--- config.mk ---
export PLATFORM = sky130hd
export DESIGN_NAME = rle_row_image_decoder_unit_flat
export DESIGN_NICKNAME = d
export VERILOG_FILES = /design/src/rrid_pkg.sv /design/src/rrid_in_if.sv /design/src/rrid_out_if.sv /design/src/rle_row_image_decoder_unit.sv /design/src/flat_wrapper.sv
export SDC_FILE = /design/constraint.sdc
export NUM_CORES = 1
export LEC_CHECK = 0
export ABC_AREA = 0
export BUFFER_PORTS_ARGS = -buffer_cell sky130_fd_sc_hd__buf_2
export CAP_MARGIN = 20
export CORE_ASPECT_RATIO = 1.2
export CORE_MARGIN = 5
export CORE_UTILIZATION = 50
export DETAILED_ROUTE_END_ITERATION = 12
export GPL_TIMING_DRIVEN = 1
export PLACE_DENSITY = 0.74
export SLEW_MARGIN = 20
export SYNTH_ARGS = -nofsm -noshare
export SYNTH_HDL_FRONTEND = slang
export SYNTH_SLANG_ARGS = --single-unit
export TNS_END_PERCENT = 5
--- constraint.sdc ---
create_clock -name clk -period 21.3 [get_ports clk]
set_input_delay 3.195 -clock clk [delete_from_list [all_inputs] [get_ports clk]]
set_output_delay 3.195 -clock clk [all_outputs]
set_load 0.02 [all_outputs]
--- src/rrid_pkg.sv ---
// Package of the row-wise RLE image decoder: field widths, sizing constants,
// configuration register indexes, the phase encoding and the result record.
// No dependencies.
`default_nettype none
package rrid_pkg;

	localparam int MAX_WIDTH  = 256;
	localparam int MAX_HEIGHT = 256;

	localparam int PIX_W   = 8;
	localparam int POS_W   = 8;
	localparam int LEN_W   = 9;
	localparam int DIM_W   = 9;
	localparam int BYTES_W = 16;
	localparam int PEND_W  = 8;

	localparam int CFG_IDX_W  = 2;
	localparam int CFG_DATA_W = 16;

	localparam int MAX_RES  = 3;
	localparam int RES_CNT_W = 2;
	localparam int RQ_DEPTH = 4;
	localparam int RQ_IDX_W = 2;
	localparam int RQ_CNT_W = 3;

	localparam logic MODE_START = 1'b0;
	localparam logic MODE_DATA  = 1'b1;

	typedef enum logic [CFG_IDX_W-1:0] {
		CFG_IMAGE_WIDTH  = 2'd0,
		CFG_IMAGE_HEIGHT = 2'd1,
		CFG_PAYLOAD_SIZE = 2'd2
	} cfg_index_t;

	typedef enum logic [7:0] {
		PH_WAIT      = 8'b0000_0001,
		PH_HDR_LO    = 8'b0000_0010,
		PH_HDR_HI    = 8'b0000_0100,
		PH_CODE      = 8'b0000_1000,
		PH_FILL      = 8'b0001_0000,
		PH_LIT       = 8'b0010_0000,
		PH_SKIP_LINE = 8'b0100_0000,
		PH_SKIP_TAIL = 8'b1000_0000
	} phase_t;

	typedef struct packed {
		logic [PIX_W-1:0] pixel_value;
		logic [POS_W-1:0] start_row;
		logic [POS_W-1:0] start_column;
		logic [LEN_W-1:0] run_length;
		logic [LEN_W-1:0] row_span;
		logic             image_done;
	} result_t;

endpackage
`default_nettype wire

--- src/rrid_in_if.sv ---
// Input channel of the RLE image decoder: valid, ready and one input item.
// Depends on rrid_pkg for the field widths.
`default_nettype none
interface rrid_in_if;
	import rrid_pkg::*;

	logic             valid;
	logic             ready;
	logic             mode;
	logic [PIX_W-1:0] data_byte;

	modport source (output valid, output mode, output data_byte, input ready);
	modport sink (input valid, input mode, input data_byte, output ready);
endinterface
`default_nettype wire

--- src/rrid_out_if.sv ---
// Output channel of the RLE image decoder: valid, ready and one pixel run.
// Depends on rrid_pkg for the field widths.
`default_nettype none
interface rrid_out_if;
	import rrid_pkg::*;

	logic             valid;
	logic             ready;
	logic [PIX_W-1:0] pixel_value;
	logic [POS_W-1:0] start_row;
	logic [POS_W-1:0] start_column;
	logic [LEN_W-1:0] run_length;
	logic [LEN_W-1:0] row_span;
	logic             image_done;

	modport source (output valid, output pixel_value, output start_row,
		output start_column, output run_length, output row_span,
		output image_done, input ready);
	modport sink (input valid, input pixel_value, input start_row,
		input start_column, input run_length, input row_span,
		input image_done, output ready);
endinterface
`default_nettype wire

--- src/rle_row_image_decoder_unit.sv ---
// Top level of the row-wise RLE image decoder: parser state, run generation
// and a four-entry result queue. Depends on rrid_pkg, rrid_in_if, rrid_out_if.
//
//   channel     dir   handshake        one beat carries
//   in_item     in    valid/ready      mode, data_byte
//   out_result  out   valid/ready      pixel_value, start_row, start_column,
//                                      run_length, row_span, image_done
//   cfg         in    cfg_write        cfg_index, cfg_data (no read-back)
//
// Each input beat is decoded in the cycle it is accepted, one beat per cycle.
// A beat yields zero to three runs, written at once into the result queue.
// The queue drains one run per cycle while out_result is ready; input is taken
// while at most one entry is occupied, so two queued runs stall the input.
// Reset clears the parser state and empties the queue; no clearing pass.
`default_nettype none
module rle_row_image_decoder_unit (
	input  wire                               clk,
	input  wire                               arst_n,
	input  wire                               cfg_write,
	input  wire [rrid_pkg::CFG_IDX_W-1:0]     cfg_index,
	input  wire [rrid_pkg::CFG_DATA_W-1:0]    cfg_data,
	rrid_in_if.sink                           in_item,
	rrid_out_if.source                        out_result
);
	import rrid_pkg::*;

	logic [DIM_W-1:0]   width_q;
	logic [DIM_W-1:0]   height_q;
	logic [BYTES_W-1:0] psize_q;

	phase_t             ph_q, ph_n;
	logic [BYTES_W-1:0] bl_q, bl_n;
	logic [BYTES_W-1:0] ll_q, ll_n;
	logic [DIM_W-1:0]   row_q, row_n;
	logic [DIM_W-1:0]   col_q, col_n;
	logic [PEND_W-1:0]  pend_q, pend_n;
	logic [PIX_W-1:0]   hlo_q, hlo_n;

	logic [DIM_W-1:0]   w_eff, h_eff;
	logic [LEN_W-1:0]   len;
	logic [LEN_W:0]     col_end;
	logic [BYTES_W-1:0] bl_dec;
	logic [BYTES_W-1:0] hdr_len;
	logic               do_cont, do_end, do_next, do_begin;
	result_t            res [MAX_RES];
	logic [RES_CNT_W-1:0] n_res;

	result_t            q_q [RQ_DEPTH];
	result_t            q_n [RQ_DEPTH];
	logic [RQ_CNT_W-1:0] cnt_q, cnt_n, base;
	logic               acc, pop;

	function automatic result_t make_res(input logic [PIX_W-1:0] val,
		input logic [DIM_W-1:0] row, input logic [DIM_W-1:0] col,
		input logic [LEN_W-1:0] rlen, input logic [LEN_W-1:0] span,
		input logic done);
		result_t r;
		r.pixel_value  = val;
		r.start_row    = row[POS_W-1:0];
		r.start_column = col[POS_W-1:0];
		r.run_length   = rlen;
		r.row_span     = span;
		r.image_done   = done;
		return r;
	endfunction

	always_ff @(posedge clk or negedge arst_n) begin
		if (!arst_n) begin
			width_q  <= DIM_W'(1);
			height_q <= DIM_W'(1);
			psize_q  <= '0;
		end else if (cfg_write) begin
			case (cfg_index)
				CFG_IMAGE_WIDTH:  width_q  <= cfg_data[DIM_W-1:0];
				CFG_IMAGE_HEIGHT: height_q <= cfg_data[DIM_W-1:0];
				CFG_PAYLOAD_SIZE: psize_q  <= cfg_data[BYTES_W-1:0];
				default: ;
			endcase
		end
	end

	assign w_eff = (width_q == '0) ? DIM_W'(1) :
		(width_q > DIM_W'(MAX_WIDTH)) ? DIM_W'(MAX_WIDTH) : width_q;
	assign h_eff = (height_q == '0) ? DIM_W'(1) :
		(height_q > DIM_W'(MAX_HEIGHT)) ? DIM_W'(MAX_HEIGHT) : height_q;

	assign acc = in_item.valid && in_item.ready;
	assign pop = out_result.valid && out_result.ready;
	assign in_item.ready = (cnt_q <= RQ_CNT_W'(RQ_DEPTH - MAX_RES));

	always_comb begin
		ph_n     = ph_q;
		bl_n     = bl_q;
		ll_n     = ll_q;
		row_n    = row_q;
		col_n    = col_q;
		pend_n   = pend_q;
		hlo_n    = hlo_q;
		do_cont  = 1'b0;
		do_end   = 1'b0;
		do_next  = 1'b0;
		do_begin = 1'b0;
		n_res    = '0;
		len      = '0;
		col_end  = '0;
		bl_dec   = bl_q - BYTES_W'(1);
		hdr_len  = '0;
		for (int k = 0; k < MAX_RES; k++) begin
			res[k] = '0;
		end

		if (acc) begin
			if (in_item.mode == MODE_START) begin
				bl_n     = psize_q;
				ll_n     = '0;
				row_n    = '0;
				col_n    = '0;
				pend_n   = '0;
				hlo_n    = '0;
				do_begin = 1'b1;
			end else begin
				case (ph_q)
					PH_HDR_LO: begin
						hlo_n = in_item.data_byte;
						bl_n  = bl_dec;
						ph_n  = PH_HDR_HI;
					end
					PH_HDR_HI: begin
						hdr_len = {in_item.data_byte, hlo_q};
						if (hdr_len > bl_dec) begin
							hdr_len = bl_dec;
						end
						ll_n    = hdr_len;
						bl_n    = bl_dec - hdr_len;
						do_cont = 1'b1;
					end
					PH_CODE: begin
						len = {1'b0, in_item.data_byte[7:1]} + LEN_W'(1);
						if (ll_n != '0) begin
							ll_n = ll_n - BYTES_W'(1);
						end
						if (col_q >= w_eff) begin
							do_end = 1'b1;
						end else begin
							col_end = {1'b0, col_q} + {1'b0, len};
							if (col_end > {1'b0, w_eff}) begin
								len = w_eff - col_q;
							end
							if (in_item.data_byte[0]) begin
								pend_n = len[PEND_W-1:0];
								ph_n   = PH_FILL;
							end else begin
								if (BYTES_W'(len) > ll_n) begin
									len = ll_n[LEN_W-1:0];
								end
								ll_n   = ll_n - BYTES_W'(len);
								pend_n = len[PEND_W-1:0];
								if (len == '0) begin
									do_cont = 1'b1;
								end else begin
									ph_n = PH_LIT;
								end
							end
						end
					end
					PH_FILL: begin
						if (ll_n != '0) begin
							ll_n = ll_n - BYTES_W'(1);
						end
						if (col_q < w_eff) begin
							len     = LEN_W'(pend_q);
							col_end = {1'b0, col_q} + {1'b0, len};
							if (col_end > {1'b0, w_eff}) begin
								len = w_eff - col_q;
							end
							if (len != '0) begin
								res[n_res] = make_res(in_item.data_byte, row_q, col_q,
									len, LEN_W'(1), 1'b0);
								n_res = n_res + RES_CNT_W'(1);
							end
							col_n = col_q + len;
						end
						pend_n  = '0;
						do_cont = 1'b1;
					end
					PH_LIT: begin
						if (col_q < w_eff) begin
							res[n_res] = make_res(in_item.data_byte, row_q, col_q,
								LEN_W'(1), LEN_W'(1), 1'b0);
							n_res = n_res + RES_CNT_W'(1);
							col_n = col_q + DIM_W'(1);
						end
						if (pend_n != '0) begin
							pend_n = pend_n - PEND_W'(1);
						end
						if (pend_n == '0) begin
							do_cont = 1'b1;
						end
					end
					PH_SKIP_LINE: begin
						if (ll_n != '0) begin
							ll_n = ll_n - BYTES_W'(1);
						end
						if (ll_n == '0) begin
							do_next = 1'b1;
						end
					end
					PH_SKIP_TAIL: begin
						if (bl_n != '0) begin
							bl_n = bl_n - BYTES_W'(1);
						end
						if (bl_n == '0) begin
							ph_n = PH_WAIT;
						end
					end
					default: ;
				endcase
			end
		end

		if (do_cont) begin
			if (col_n < w_eff && ll_n > BYTES_W'(1)) begin
				ph_n = PH_CODE;
			end else begin
				do_end = 1'b1;
			end
		end

		if (do_end) begin
			if (col_n < w_eff) begin
				res[n_res] = make_res('0, row_n, col_n, w_eff - col_n, LEN_W'(1), 1'b0);
				n_res = n_res + RES_CNT_W'(1);
				col_n = w_eff;
			end
			if (ll_n != '0) begin
				ph_n = PH_SKIP_LINE;
			end else begin
				do_next = 1'b1;
			end
		end

		if (do_next) begin
			row_n    = row_n + DIM_W'(1);
			do_begin = 1'b1;
		end

		if (do_begin) begin
			if (row_n >= h_eff) begin
				if (n_res != '0) begin
					res[n_res - RES_CNT_W'(1)].image_done = 1'b1;
				end else begin
					res[n_res] = make_res('0, h_eff, '0, '0, '0, 1'b1);
					n_res = n_res + RES_CNT_W'(1);
				end
				ph_n = (bl_n != '0) ? PH_SKIP_TAIL : PH_WAIT;
			end else if (bl_n > BYTES_W'(1)) begin
				col_n = '0;
				ph_n  = PH_HDR_LO;
			end else begin
				res[n_res] = make_res('0, row_n, '0, w_eff, h_eff - row_n, 1'b1);
				n_res = n_res + RES_CNT_W'(1);
				row_n = h_eff;
				ph_n  = (bl_n != '0) ? PH_SKIP_TAIL : PH_WAIT;
			end
		end
	end

	always_ff @(posedge clk or negedge arst_n) begin
		if (!arst_n) begin
			ph_q   <= PH_WAIT;
			bl_q   <= '0;
			ll_q   <= '0;
			row_q  <= '0;
			col_q  <= '0;
			pend_q <= '0;
			hlo_q  <= '0;
		end else begin
			ph_q   <= ph_n;
			bl_q   <= bl_n;
			ll_q   <= ll_n;
			row_q  <= row_n;
			col_q  <= col_n;
			pend_q <= pend_n;
			hlo_q  <= hlo_n;
		end
	end

	always_comb begin
		base = cnt_q - RQ_CNT_W'(pop);
		q_n  = q_q;
		if (pop) begin
			for (int i = 0; i < RQ_DEPTH - 1; i++) begin
				q_n[i] = q_q[i + 1];
			end
		end
		if (acc) begin
			for (int k = 0; k < MAX_RES; k++) begin
				if (k < int'(n_res)) begin
					q_n[RQ_IDX_W'(base + RQ_CNT_W'(k))] = res[k];
				end
			end
		end
		cnt_n = base + (acc ? RQ_CNT_W'(n_res) : '0);
	end

	always_ff @(posedge clk) begin
		q_q <= q_n;
	end

	always_ff @(posedge clk or negedge arst_n) begin
		if (!arst_n) begin
			cnt_q <= '0;
		end else begin
			cnt_q <= cnt_n;
		end
	end

	assign out_result.valid        = (cnt_q != '0);
	assign out_result.pixel_value  = q_q[0].pixel_value;
	assign out_result.start_row    = q_q[0].start_row;
	assign out_result.start_column = q_q[0].start_column;
	assign out_result.run_length   = q_q[0].run_length;
	assign out_result.row_span     = q_q[0].row_span;
	assign out_result.image_done   = q_q[0].image_done;

	a_queue_bound: assert property (@(posedge clk) disable iff (!arst_n)
		cnt_q <= RQ_CNT_W'(RQ_DEPTH))
		else $error("result queue count beyond its depth");

	a_start_single: assert property (@(posedge clk) disable iff (!arst_n)
		acc && in_item.mode == MODE_START |-> n_res <= RES_CNT_W'(1))
		else $error("start beat produced more than one run");

	a_pend_phase: assert property (@(posedge clk) disable iff (!arst_n)
		pend_q != '0 |-> (ph_q == PH_FILL || ph_q == PH_LIT))
		else $error("pending run length outside fill or literal phase");

	a_skip_line: assert property (@(posedge clk) disable iff (!arst_n)
		ph_q == PH_SKIP_LINE |-> ll_q != '0)
		else $error("line skip with no line bytes left");

	a_skip_tail: assert property (@(posedge clk) disable iff (!arst_n)
		ph_q == PH_SKIP_TAIL |-> bl_q != '0)
		else $error("tail skip with no payload bytes left");

endmodule
`default_nettype wire
--- src/flat_wrapper.sv ---
// flat-port wrapper written by rule: the top's interface ports become plain ports
module rle_row_image_decoder_unit_flat import rrid_pkg::*;
  (clk, arst_n, cfg_write, cfg_index, cfg_data, in_item_valid, in_item_mode, in_item_data_byte, in_item_ready, out_result_valid, out_result_pixel_value, out_result_start_row, out_result_start_column, out_result_run_length, out_result_row_span, out_result_image_done, out_result_ready);
  rrid_in_if in_item_i ();
  rrid_out_if out_result_i ();
  input  wire clk;
  input  wire arst_n;
  input  wire cfg_write;
  input  wire [rrid_pkg::CFG_IDX_W-1:0] cfg_index;
  input  wire [rrid_pkg::CFG_DATA_W-1:0] cfg_data;
  input wire logic [$bits(in_item_i.valid)-1:0] in_item_valid;
  input wire logic [$bits(in_item_i.mode)-1:0] in_item_mode;
  input wire logic [$bits(in_item_i.data_byte)-1:0] in_item_data_byte;
  output wire logic [$bits(in_item_i.ready)-1:0] in_item_ready;
  output wire logic [$bits(out_result_i.valid)-1:0] out_result_valid;
  output wire logic [$bits(out_result_i.pixel_value)-1:0] out_result_pixel_value;
  output wire logic [$bits(out_result_i.start_row)-1:0] out_result_start_row;
  output wire logic [$bits(out_result_i.start_column)-1:0] out_result_start_column;
  output wire logic [$bits(out_result_i.run_length)-1:0] out_result_run_length;
  output wire logic [$bits(out_result_i.row_span)-1:0] out_result_row_span;
  output wire logic [$bits(out_result_i.image_done)-1:0] out_result_image_done;
  input wire logic [$bits(out_result_i.ready)-1:0] out_result_ready;
  assign in_item_i.valid = in_item_valid;
  assign in_item_i.mode = in_item_mode;
  assign in_item_i.data_byte = in_item_data_byte;
  assign in_item_ready = in_item_i.ready;
  assign out_result_valid = out_result_i.valid;
  assign out_result_pixel_value = out_result_i.pixel_value;
  assign out_result_start_row = out_result_i.start_row;
  assign out_result_start_column = out_result_i.start_column;
  assign out_result_run_length = out_result_i.run_length;
  assign out_result_row_span = out_result_i.row_span;
  assign out_result_image_done = out_result_i.image_done;
  assign out_result_i.ready = out_result_ready;
  rle_row_image_decoder_unit u_core (.clk(clk), .arst_n(arst_n), .cfg_write(cfg_write), .cfg_index(cfg_index), .cfg_data(cfg_data), .in_item(in_item_i), .out_result(out_result_i));
endmodule
== Word-level counts from Yosys, hierarchy flattened ==
Cells that the tools add are included.
Storage, ports and cells
  memory bits (read-only): 0
  output and inout port bits: 45
  bits in latches: 0
  register bits after elaboration: 283
  memory bits (writable): 0
  memories: 0
Cells by class
  muxes and demuxes: 157
  divide/modulo/power cells: 0
  multiply operators: 0
  reductions and logical operators: 30
  shift operators: 0
  add/subtract/negate cells: 21
  bitwise gates (word level): 6
  equal/unequal tests: 12
  order comparisons: 28
Operators by type and width (number)
  $mux 172: 6
  $mux 129: 7
  $bwmux 129: 4
  $bwmux 172: 3
  $demux 43 s2: 6
  $mux 43: 10
  $mux 16: 21
  $mux 9: 35
  $mux 8: 23
  $pmux 43 s2: 1
  $pmux 16 s4: 1
  $reduce_bool 16->1: 4
  $pmux 16 s3: 1
  $pmux 8 s3: 2
  $gt 16x1->1 const B: 2
  $logic_not 16->1: 2
  $sub 16x1->16 const B: 2
  $logic_not 9->1: 3
  $sub 9x9->9: 3
  $mux 1: 24
  $gt 10x9->1: 2
  $mux 2: 10
  $add 9x1->9 const B: 2
  $ge 3x3->1 const B: 6
  47 further kinds: 74

== Longest topological paths before layout ==
Gate-level depths: netlist of run 1.
  depth after elaboration: 46
  depth in mapped cells: 66

== Least setup slack after synthesis of run 1 ==
OpenSTA, ideal clock, no wires.
  path type: input -> register
  from: input port in_item_data_byte[3]
  to: register u_core.q_q[13] (netlist bit) (data pin)
  library setup time: 0.268 ns
  path buffers: 6
  required time: 21.032 ns
  arrival: 15.885 ns
  setup slack: 5.147 ns
  stages on the path: 61
  cells stage by stage: clkbuf_1 > nand3_1 > xnor2_1 > ha_1 > o21a_1 > a21oi_1 > nor2_1 > o21ai_0 > nand2b_1 > a21oi_1 > xnor2_1 > ha_1 > nand4_1 > o32a_1 > o21ai_1 > nand2_1 > mux2_2 > inv_1 > [25 not listed] > nand2_1 > ha_1 > inv_1 > o21bai_1 > a21o_1 > a21oi_1 > nor2b_1 > o311ai_1 > nor4b_1 > inv_1 > o41a_1 > mux2_4 > clkinv_2 > a21oi_2 > clkbuf_1 > nor3_1 > a211oi_1 > o32ai_1
Between the ends
  cells in the longest elaborated chain, start to end: 43
  elaborated cells on any way between the ends: 83
  classes of those cells: add/sub: 6; order compare: 11; mux: 59; bitwise: 2; reduce/logical: 5
Ends and longest elaborated chain
  start, declared: line flat_wrapper.sv:13  | input wire logic [$bits(in_item_i.data_byte)-1:0] in_item_data_byte;
  $add 7x1->8: line rle_row_image_decoder_unit.sv:138  | len = {1'b0, in_item.data_byte[7:1]} + LEN_W'(1);
  $add 9x9->10: line rle_row_image_decoder_unit.sv:145  | col_end = {1'b0, col_q} + {1'b0, len};
  $gt 10x9->1: line rle_row_image_decoder_unit.sv:146  | if (col_end > {1'b0, w_eff}) begin
  $mux 9: line rle_row_image_decoder_unit.sv:146
  $mux 9: line rle_row_image_decoder_unit.sv:142  | if (col_q >= w_eff) begin
  $mux 9: line rle_row_image_decoder_unit.sv:122  | case (ph_q)
  $mux 9: line rle_row_image_decoder_unit.sv:113  | if (in_item.mode == MODE_START) begin
  $mux 9: line rle_row_image_decoder_unit.sv:112  | if (acc) begin
  [13 not listed]
  named net u_core.ll_n[15]: line rle_row_image_decoder_unit.sv:33  | logic [BYTES_W-1:0] ll_q, ll_n;
  [14 not listed]
  $bwmux 172: line rle_row_image_decoder_unit.sv:299  | q_n[RQ_IDX_W'(base + RQ_CNT_W'(k))] = res[k];
  $mux 172: line rle_row_image_decoder_unit.sv:298  | if (k < int'(n_res)) begin
  $mux 172: line rle_row_image_decoder_unit.sv:296  | if (acc) begin
  $bwmux 172: line rle_row_image_decoder_unit.sv:299
  $mux 172: line rle_row_image_decoder_unit.sv:298
  $mux 172: line rle_row_image_decoder_unit.sv:296
  $bwmux 172: line rle_row_image_decoder_unit.sv:299
  $mux 172 (*): line rle_row_image_decoder_unit.sv:298
  end signal, assigned: line rle_row_image_decoder_unit.sv:307  | q_q <= q_n;
  end, declared: line rle_row_image_decoder_unit.sv:48  | result_t q_q [RQ_DEPTH];
Mark *: on every way through the listed nets, which the timed path passes. The rest lies on a longest branch. The select of a mux whose other input is x is not followed.
A chain may end at the register's enable or synchronous reset.

==> metrics.txt, run 1 <==
clock slew seen by the registers of the worst setup and hold paths=60 ps; CP required=21760 ps; maximum cell stage delay along the critical path=950 ps; worst-case clock skew=37.81 ps; I/O Buffers=76; critical path type=in2reg; Resized Gates After CTS=0; final setup vio count=0; die area=0.05484 mm²; number of enable flip-flop cells after synthesis=43; synthesized area per cell=8.039 µm²; maximum fanout along the worst path=31; CP max stage cell=sky130_fd_sc_hd__nor2_1; max-slew violation total from the final report=0; placed wire-length estimate=75250 µm; unrepaired setup endpoints after global routing=false; Yosys cell types=107; number of top-level pins=77; initial core utilization=0.5024; number of nets in the final layout=3239; normalized max-slew margin=0.1657; height of the die=255.5 µm; share of layout cells above drive strength 1=0.1148; end-of-flow core utilization=0.5365; run status=finished, final reports clean; number of standard-cell rows in the floorplan=90; final cycle utilization of the critical path=0.9105; deepest clock path buffer count=3; average detailed-routed wire length per instance=27.06 µm; number of clock buffers inserted by TritonCTS=34; overall die width=214.6 µm; capturing element type of the critical path=flop; area of the mapped netlist=0.02512 mm²; Maximum Capacitance Violations=0; non-filler instance count after layout=3735; min-delay worst type=reg2reg; Filler Cell Count=4752; ANT cells=0; Overall Global Routing Usage=0.3498; Hold Buf Count CTS=0; fmax=51.56 MHz; routed wire length=101100 µm; Initial DRT Pass Iterations=9; clock tree from TritonCTS=built; setup_tns=0 ps; dpl cells=3673; vias in the first global route=25660; placer congestion estimate=1.012; number of remaining DRC errors=0; Synth Register Bits=283; routed via count=26331; Synth Flop Type=sky130_fd_sc_hd__dfxtp_1; number of sinks on the clock net=283; final hold vios=0; Arrival @ worst endpoint=19850 ps; sequential fraction of the synthesis area=0.2649; net count after synthesis=3299; grt total ovfl=0; area overhead of the layout relative to synthesis=6.774%; Clk Latency, worst-skew pair=580 ps; final worst path period need=19390 ps; share of flip-flops with an asynchronous set or reset after synthesis=0.3922; area of the multi-input gates=0.01691 mm²; post-detailed-route count of antenna-violating nets=0; antenna violations before repair=1; first-pass GRT wire length=152700 µm; power per standard cell area=151.3 mW/mm²; maximum number of pins on one net before global-route repair=78; transition time of the tightest slew-check pin=1249 ps; drt first-iter violations=3486; synthesized instance count=3125; CTS root buffer=sky130_fd_sc_hd__clkbuf_16; worst voltage drop across the vdd grid=94.95 µV; routed via count divided by cell count=7.050; startpoint class of the critical path=input port; Leak Pwr=11.03 nW; number of H-tree branching levels=2; total number of yosys warnings=0; Post-CTS Setup Inserts=0; register area=0.006655 mm²; core region area=0.05000 mm²; CP dominant cell by count=sky130_fd_sc_hd__a21oi_1
placed cells by master, fill, tap and decap left out, drive strengths merged, types with 109 or more instances in the layout:
master  count
a21oi     255
buf       121
dfxtp     129
ha        133
inv       147
mux2i     162
nand2     293
nor2      224
nor3      109
o21ai     237
kinds of logic (layout without fill, tap and decap cells):
| group | count (synthesis) | in the layout | synth area share |
|---|---|---|---|
| xor+xnor | 89 | 89 | 0.03103 |
| flops | 283 | 283 | 0.2649 |
| fa+ha+maj | 142 | 142 | 0.07342 |
| simple gates | 971 | 971 | 0.1921 |
| buf+inv | 366 | 332 | 0.06420 |
| compound gates | 1014 | 1014 | 0.2651 |
| mux | 260 | 260 | 0.1093 |
report_power, final:
| group | internal [W] | switching [W] | leakage [nW] | total, W |
|---|---|---|---|---|
| clock | 0.000358 | 0.000261 | 0.577 | 0.000618 |
| combinational | 0.000908 | 0.00158 | 7.60 | 0.00249 |
| sequential | 0.000758 | 0.000189 | 2.85 | 0.000947 |
area by class of cell:
type | instances | area share
multi-input cells | 2476 | 0.6304
clock buffers | 49 | 0.03914
well taps | 644 | 0.03004
clock inverters | 13 | 0.004385
repair buffers | 121 | 0.02701
inverters | 149 | 0.02095
flip-flops and latches | 283 | 0.2481
Yosys cell counts (25+ instances only):
master	count	area share
sky130_fd_sc_hd__nand2_1	289	0.043
sky130_fd_sc_hd__buf_4	44	0.013
sky130_fd_sc_hd__edfxtp_1	43	0.051
sky130_fd_sc_hd__a211oi_1	41	0.012
sky130_fd_sc_hd__inv_1	146	0.022
sky130_fd_sc_hd__o21ai_0	231	0.046
sky130_fd_sc_hd__a31oi_1	33	0.0082
sky130_fd_sc_hd__o22ai_1	87	0.022
sky130_fd_sc_hd__a22oi_1	35	0.010
sky130_fd_sc_hd__a221oi_1	25	0.0087
sky130_fd_sc_hd__dfxtp_1	129	0.10
sky130_fd_sc_hd__nor2_1	222	0.033
sky130_fd_sc_hd__or3_1	30	0.0075
sky130_fd_sc_hd__xnor2_1	57	0.020
sky130_fd_sc_hd__nand4_1	39	0.0097
sky130_fd_sc_hd__nand3_1	86	0.017
sky130_fd_sc_hd__nor3_1	101	0.020
sky130_fd_sc_hd__a21oi_1	254	0.051
sky130_fd_sc_hd__mux2_2	88	0.039
sky130_fd_sc_hd__buf_2	40	0.0080
sky130_fd_sc_hd__xor2_1	32	0.011
sky130_fd_sc_hd__mux2i_1	161	0.064
sky130_fd_sc_hd__dfrtp_1	108	0.11
sky130_fd_sc_hd__ha_1	133	0.066
sky130_fd_sc_hd__clkbuf_1	112	0.017
sky130_fd_sc_hd__a21o_1	33	0.0099
sky130_fd_sc_hd__o21a_1	34	0.010
stage by stage:
step	hold WS, ps	area (µm²)	worst slack (ps)	total power, W
final	510.1	26820	1906	0.004058
after global routing	522.7	26820	921.5	0.004297
after CTS	505.8	26820	2257	0.003993
after detailed placement	492.2	25650	1728	0.003363
after global placement	485.7	25640	2130	0.003300
after floorplan	473.1	25120	5147	0.002695
path summary, 6_finish.rpt:
kind                                      startpoint                 to  depth (start not counted)  slack [ps]
min in group asynchronous                     arst_n    u_core.bl_q[13]                          1        2610
max in group asynchronous                     arst_n     u_core.ph_q[1]                          2       17580
worst max-delay path            in_item_data_byte[1]     u_core.q_q[63]                         56        1910
worst max register to register       u_core.col_q[0]     u_core.q_q[63]                         54        4350
worst min register to register     u_core.psize_q[4]  u_core.psize_q[4]                          1         510
worst min-delay path               u_core.psize_q[4]  u_core.psize_q[4]                          1         510
flip-flops by register name, summed over array words and instances, names as in the netlist, 16 cells and up:
signal,flops
u_core.bl_q,16
u_core.psize_q,16
u_core.q_q,129
u_core.ll_q,16
layer usage:
metal / routed length (µm) / track usage / up-vias
li1: - / - / 11578
met1: 36370 / 0.4082 / 12495
met2: 45870 / 0.5737 / 1736
met3: 9408 / 0.06625 / 522
met4: 9433 / 0.2570 / 0
met5: 0 / 0 / -
critical path, delay by kind of cell:
kind / cells / cell delay [ps]
multiplexers: 2 / 820
adder cells (fa/ha/maj): 6 / 1910
AO/OA/AOI/OAI: 26 / 6840
AND/OR/NAND/NOR: 15 / 6130
XOR/XNOR: 2 / 250
buffers and inverters: 5 / 660
(Power assumes the default switching activity.)
==> inputs of run 2 (changes only) <==
- clock period: 21.3 -> 23.4 ns (I/O delays scaled with it)
==> run 2 against run 1 <==
- cell count up 0.13%
- design area down 0.22%
- largest cell class unchanged
- non-clock buffer count up 7
- worst setup slack better by 1600 ps
- hold slack about the same
- die area unchanged
- register-to-register slack better by 1700 ps
- global-route usage about the same
- clock skew down 16 ps
- clock power down 15%
==> metrics.txt, run 2 (synthesis results as in run 1) <==
run status=finished, final reports clean; most common cell after layout, fill and taps aside=sky130_fd_sc_hd__nand2_1; average detailed-routed wire length per instance=27.11 µm (+0.16%); unrepaired setup endpoints after global routing=false; drt first-iter violations=3194 (-8.4%); number of sinks on the clock net=283 (unchanged); top library cells by usage in the layout, fill and taps aside=sky130_fd_sc_hd__nand2_1, sky130_fd_sc_hd__a21oi_1, sky130_fd_sc_hd__o21ai_0, sky130_fd_sc_hd__nor2_1, sky130_fd_sc_hd__mux2i_1; power per standard cell area=137.0 mW/mm² (-9.5%); ANT cells=0 (unchanged); normalized max-slew margin=0.2560 (+0.09028); fmax=50.16 MHz; buffers and inverters on the worst path=6 (+1); capturing element type of the critical path=flop; maximum cell stage delay along the critical path=1080 ps (+130 ps); power share of the combinational group=0.622 (+0.008); number of standard-cell rows in the floorplan=90 (unchanged); antenna violations before repair=0 (-1); initial core utilization=0.5024 (unchanged); clock tree from TritonCTS=built; transition time of the tightest slew-check pin=1109 ps (-140.4 ps); routed via count divided by cell count=7.034 (-0.23%); Maximum Capacitance Violations=0 (unchanged); core region area=0.05000 mm² (unchanged); height of the die=255.5 µm (unchanged); number of clock buffers inserted by TritonCTS=34 (unchanged); Reg power frac=0.234 (about the same); maximum number of pins on one net before global-route repair=72 (-7.7%); placed wire-length estimate=75580 µm (+0.44%); CP max stage cell=sky130_fd_sc_hd__nand2_1; post-detailed-route count of antenna-violating nets=0 (unchanged); number of nets in the final layout=3246 (+0.22%); Net Sw Frac=0.5055 (+0.004216); die area=0.05484 mm² (unchanged); end-of-flow core utilization=0.5353 (-0.001201); Leak Pwr=10.99 nW (-0.36%); worst voltage drop across the vdd grid=71.02 µV (-25%); final hold vios=0 (unchanged); Arrival @ worst endpoint=20240 ps (+390 ps); final setup vio count=0 (unchanged); Resized Gates After CTS=0 (unchanged); first-pass GRT wire length=152600 µm (about the same); maximum fanout along the worst path=28 (-9.7%); Initial DRT Pass Iterations=7 (-2); routed via count=26306 (-0.095%); setup_tns=0 ps (unchanged); grt total ovfl=0 (unchanged); area overhead of the layout relative to synthesis=6.535%; Post-CTS Setup Inserts=0 (unchanged); startpoint class of the critical path=input port; I/O Buffers=76 (unchanged); vias in the first global route=25630 (-0.12%); number of top-level pins=77 (unchanged); number of remaining DRC errors=0 (unchanged); Overall Global Routing Usage=0.3493 (-0.0004810); number of H-tree branching levels=2 (unchanged); switching power summed over all nets=0.001853 W (-8.9%); CTS root buffer=sky130_fd_sc_hd__clkbuf_16; cell type group with the largest total delay on the critical path=simple AND/OR/NAND/NOR gates; worst-case clock skew=21.61 ps (-16.20 ps); number of flip-flops under the largest register name=129 (unchanged); CP required=23700 ps (+1940 ps); share of layout cells above drive strength 1=0.1147 (-0.0001855); Largest Register=u_core.q_q; placer congestion estimate=1.024 (+1.2%); Filler Cell Count=4693 (-1.2%); final worst path period need=19940 ps; worst hold margin=510.6 ps (+0.4580 ps); critical path type=in2reg; Clk Latency, worst-skew pair=560 ps (-20 ps); deepest clock path buffer count=3 (unchanged); cell internal pwr=0.001812 W (-10%); clock share of power=0.143 (-0.009); routed wire length=101400 µm (+0.30%); max-slew violation total from the final report=0 (unchanged); CP dominant cell by count=sky130_fd_sc_hd__ha_1; Hold Buf Count CTS=0 (unchanged); min-delay worst type=reg2reg; overall die width=214.6 µm (unchanged); final cycle utilization of the critical path=0.8521; clock slew seen by the registers of the worst setup and hold paths=60 ps (about the same)
[run 2: cell types whose count changed in the layout (fill, tap and decap cells not counted), moves of 2 or more]
cell | before | now
sky130_fd_sc_hd__clkbuf_8 | 10 | 1
sky130_fd_sc_hd__buf_4 | 45 | 53
sky130_fd_sc_hd__clkinv_1 | 2 | 4
sky130_fd_sc_hd__clkinvlp_4 | 2 | 4
sky130_fd_sc_hd__clkbuf_1 | 3 | 8
[run 2: metal layers]
| layer | up-vias | GRT usage | routed length, µm |
|---|---|---|---|
| met5 | - | 0 | 0 |
| met4 | 0 | 0.2427 | 8290 |
| met3 | 498 | 0.05844 | 9377 |
| met2 | 1785 | 0.5863 | 47280 |
| met1 | 12455 | 0.4069 | 36430 |
| li1 | 11568 | - | - |
[run 2: final timing paths]
path | start | end | slack (ps) | depth (start not counted)
max | in_item_data_byte[1] | u_core.q_q[34] | 3460 | 59
max reg2reg | u_core.width_q[8] | u_core.q_q[34] | 6000 | 49
max in group asynchronous | arst_n | u_core.row_q[4] | 19100 | 2
min reg2reg | u_core.psize_q[10] | u_core.psize_q[10] | 510 | 1
min in group asynchronous | arst_n | u_core.psize_q[10] | 3010 | 1
min | u_core.psize_q[10] | u_core.psize_q[10] | 510 | 1
[run 2: power by group through the flow]
| stage | Clock, W | Sequential (W) | Combinational [W] |
|---|---|---|---|
| global placement | 0 | 0.000847 | 0.00217 |
| floorplan | 0 | 0.000786 | 0.00167 |
| detailed placement | 0 | 0.000856 | 0.00221 |
| global route | 0.000548 | 0.000871 | 0.00246 |
| finish | 0.000525 | 0.000859 | 0.00228 |
| CTS | 0.000527 | 0.000848 | 0.00223 |
[run 2: area by class of cell]
cell class / instances / area (µm²) / share of cell area
multi-input combinational: 2476 / 16920 / 0.6323
tap: 644 / 805.8 / 0.03011
clock buffer: 44 / 919.6 / 0.03436
sequential: 283 / 6655 / 0.2487
inverter: 149 / 561.8 / 0.02099
clock inverter: 16 / 123.9 / 0.004629
timing repair buffer: 128 / 773.2 / 0.02889
[run 2: metrics by stage]
step / power, W / setup slack [ps] / instances / cell area, µm²
CTS: 0.003601 / 3432 / 3739 / 26750
global placement: 0.003018 / 3461 / 3678 / 25690
floorplan: 0.002453 / 6932 / 3125 / 25120
finish: 0.003665 / 3462 / 3740 / 26760
global route: 0.003883 / 2579 / 3740 / 26760
detailed placement: 0.003065 / 2928 / 3679 / 25700
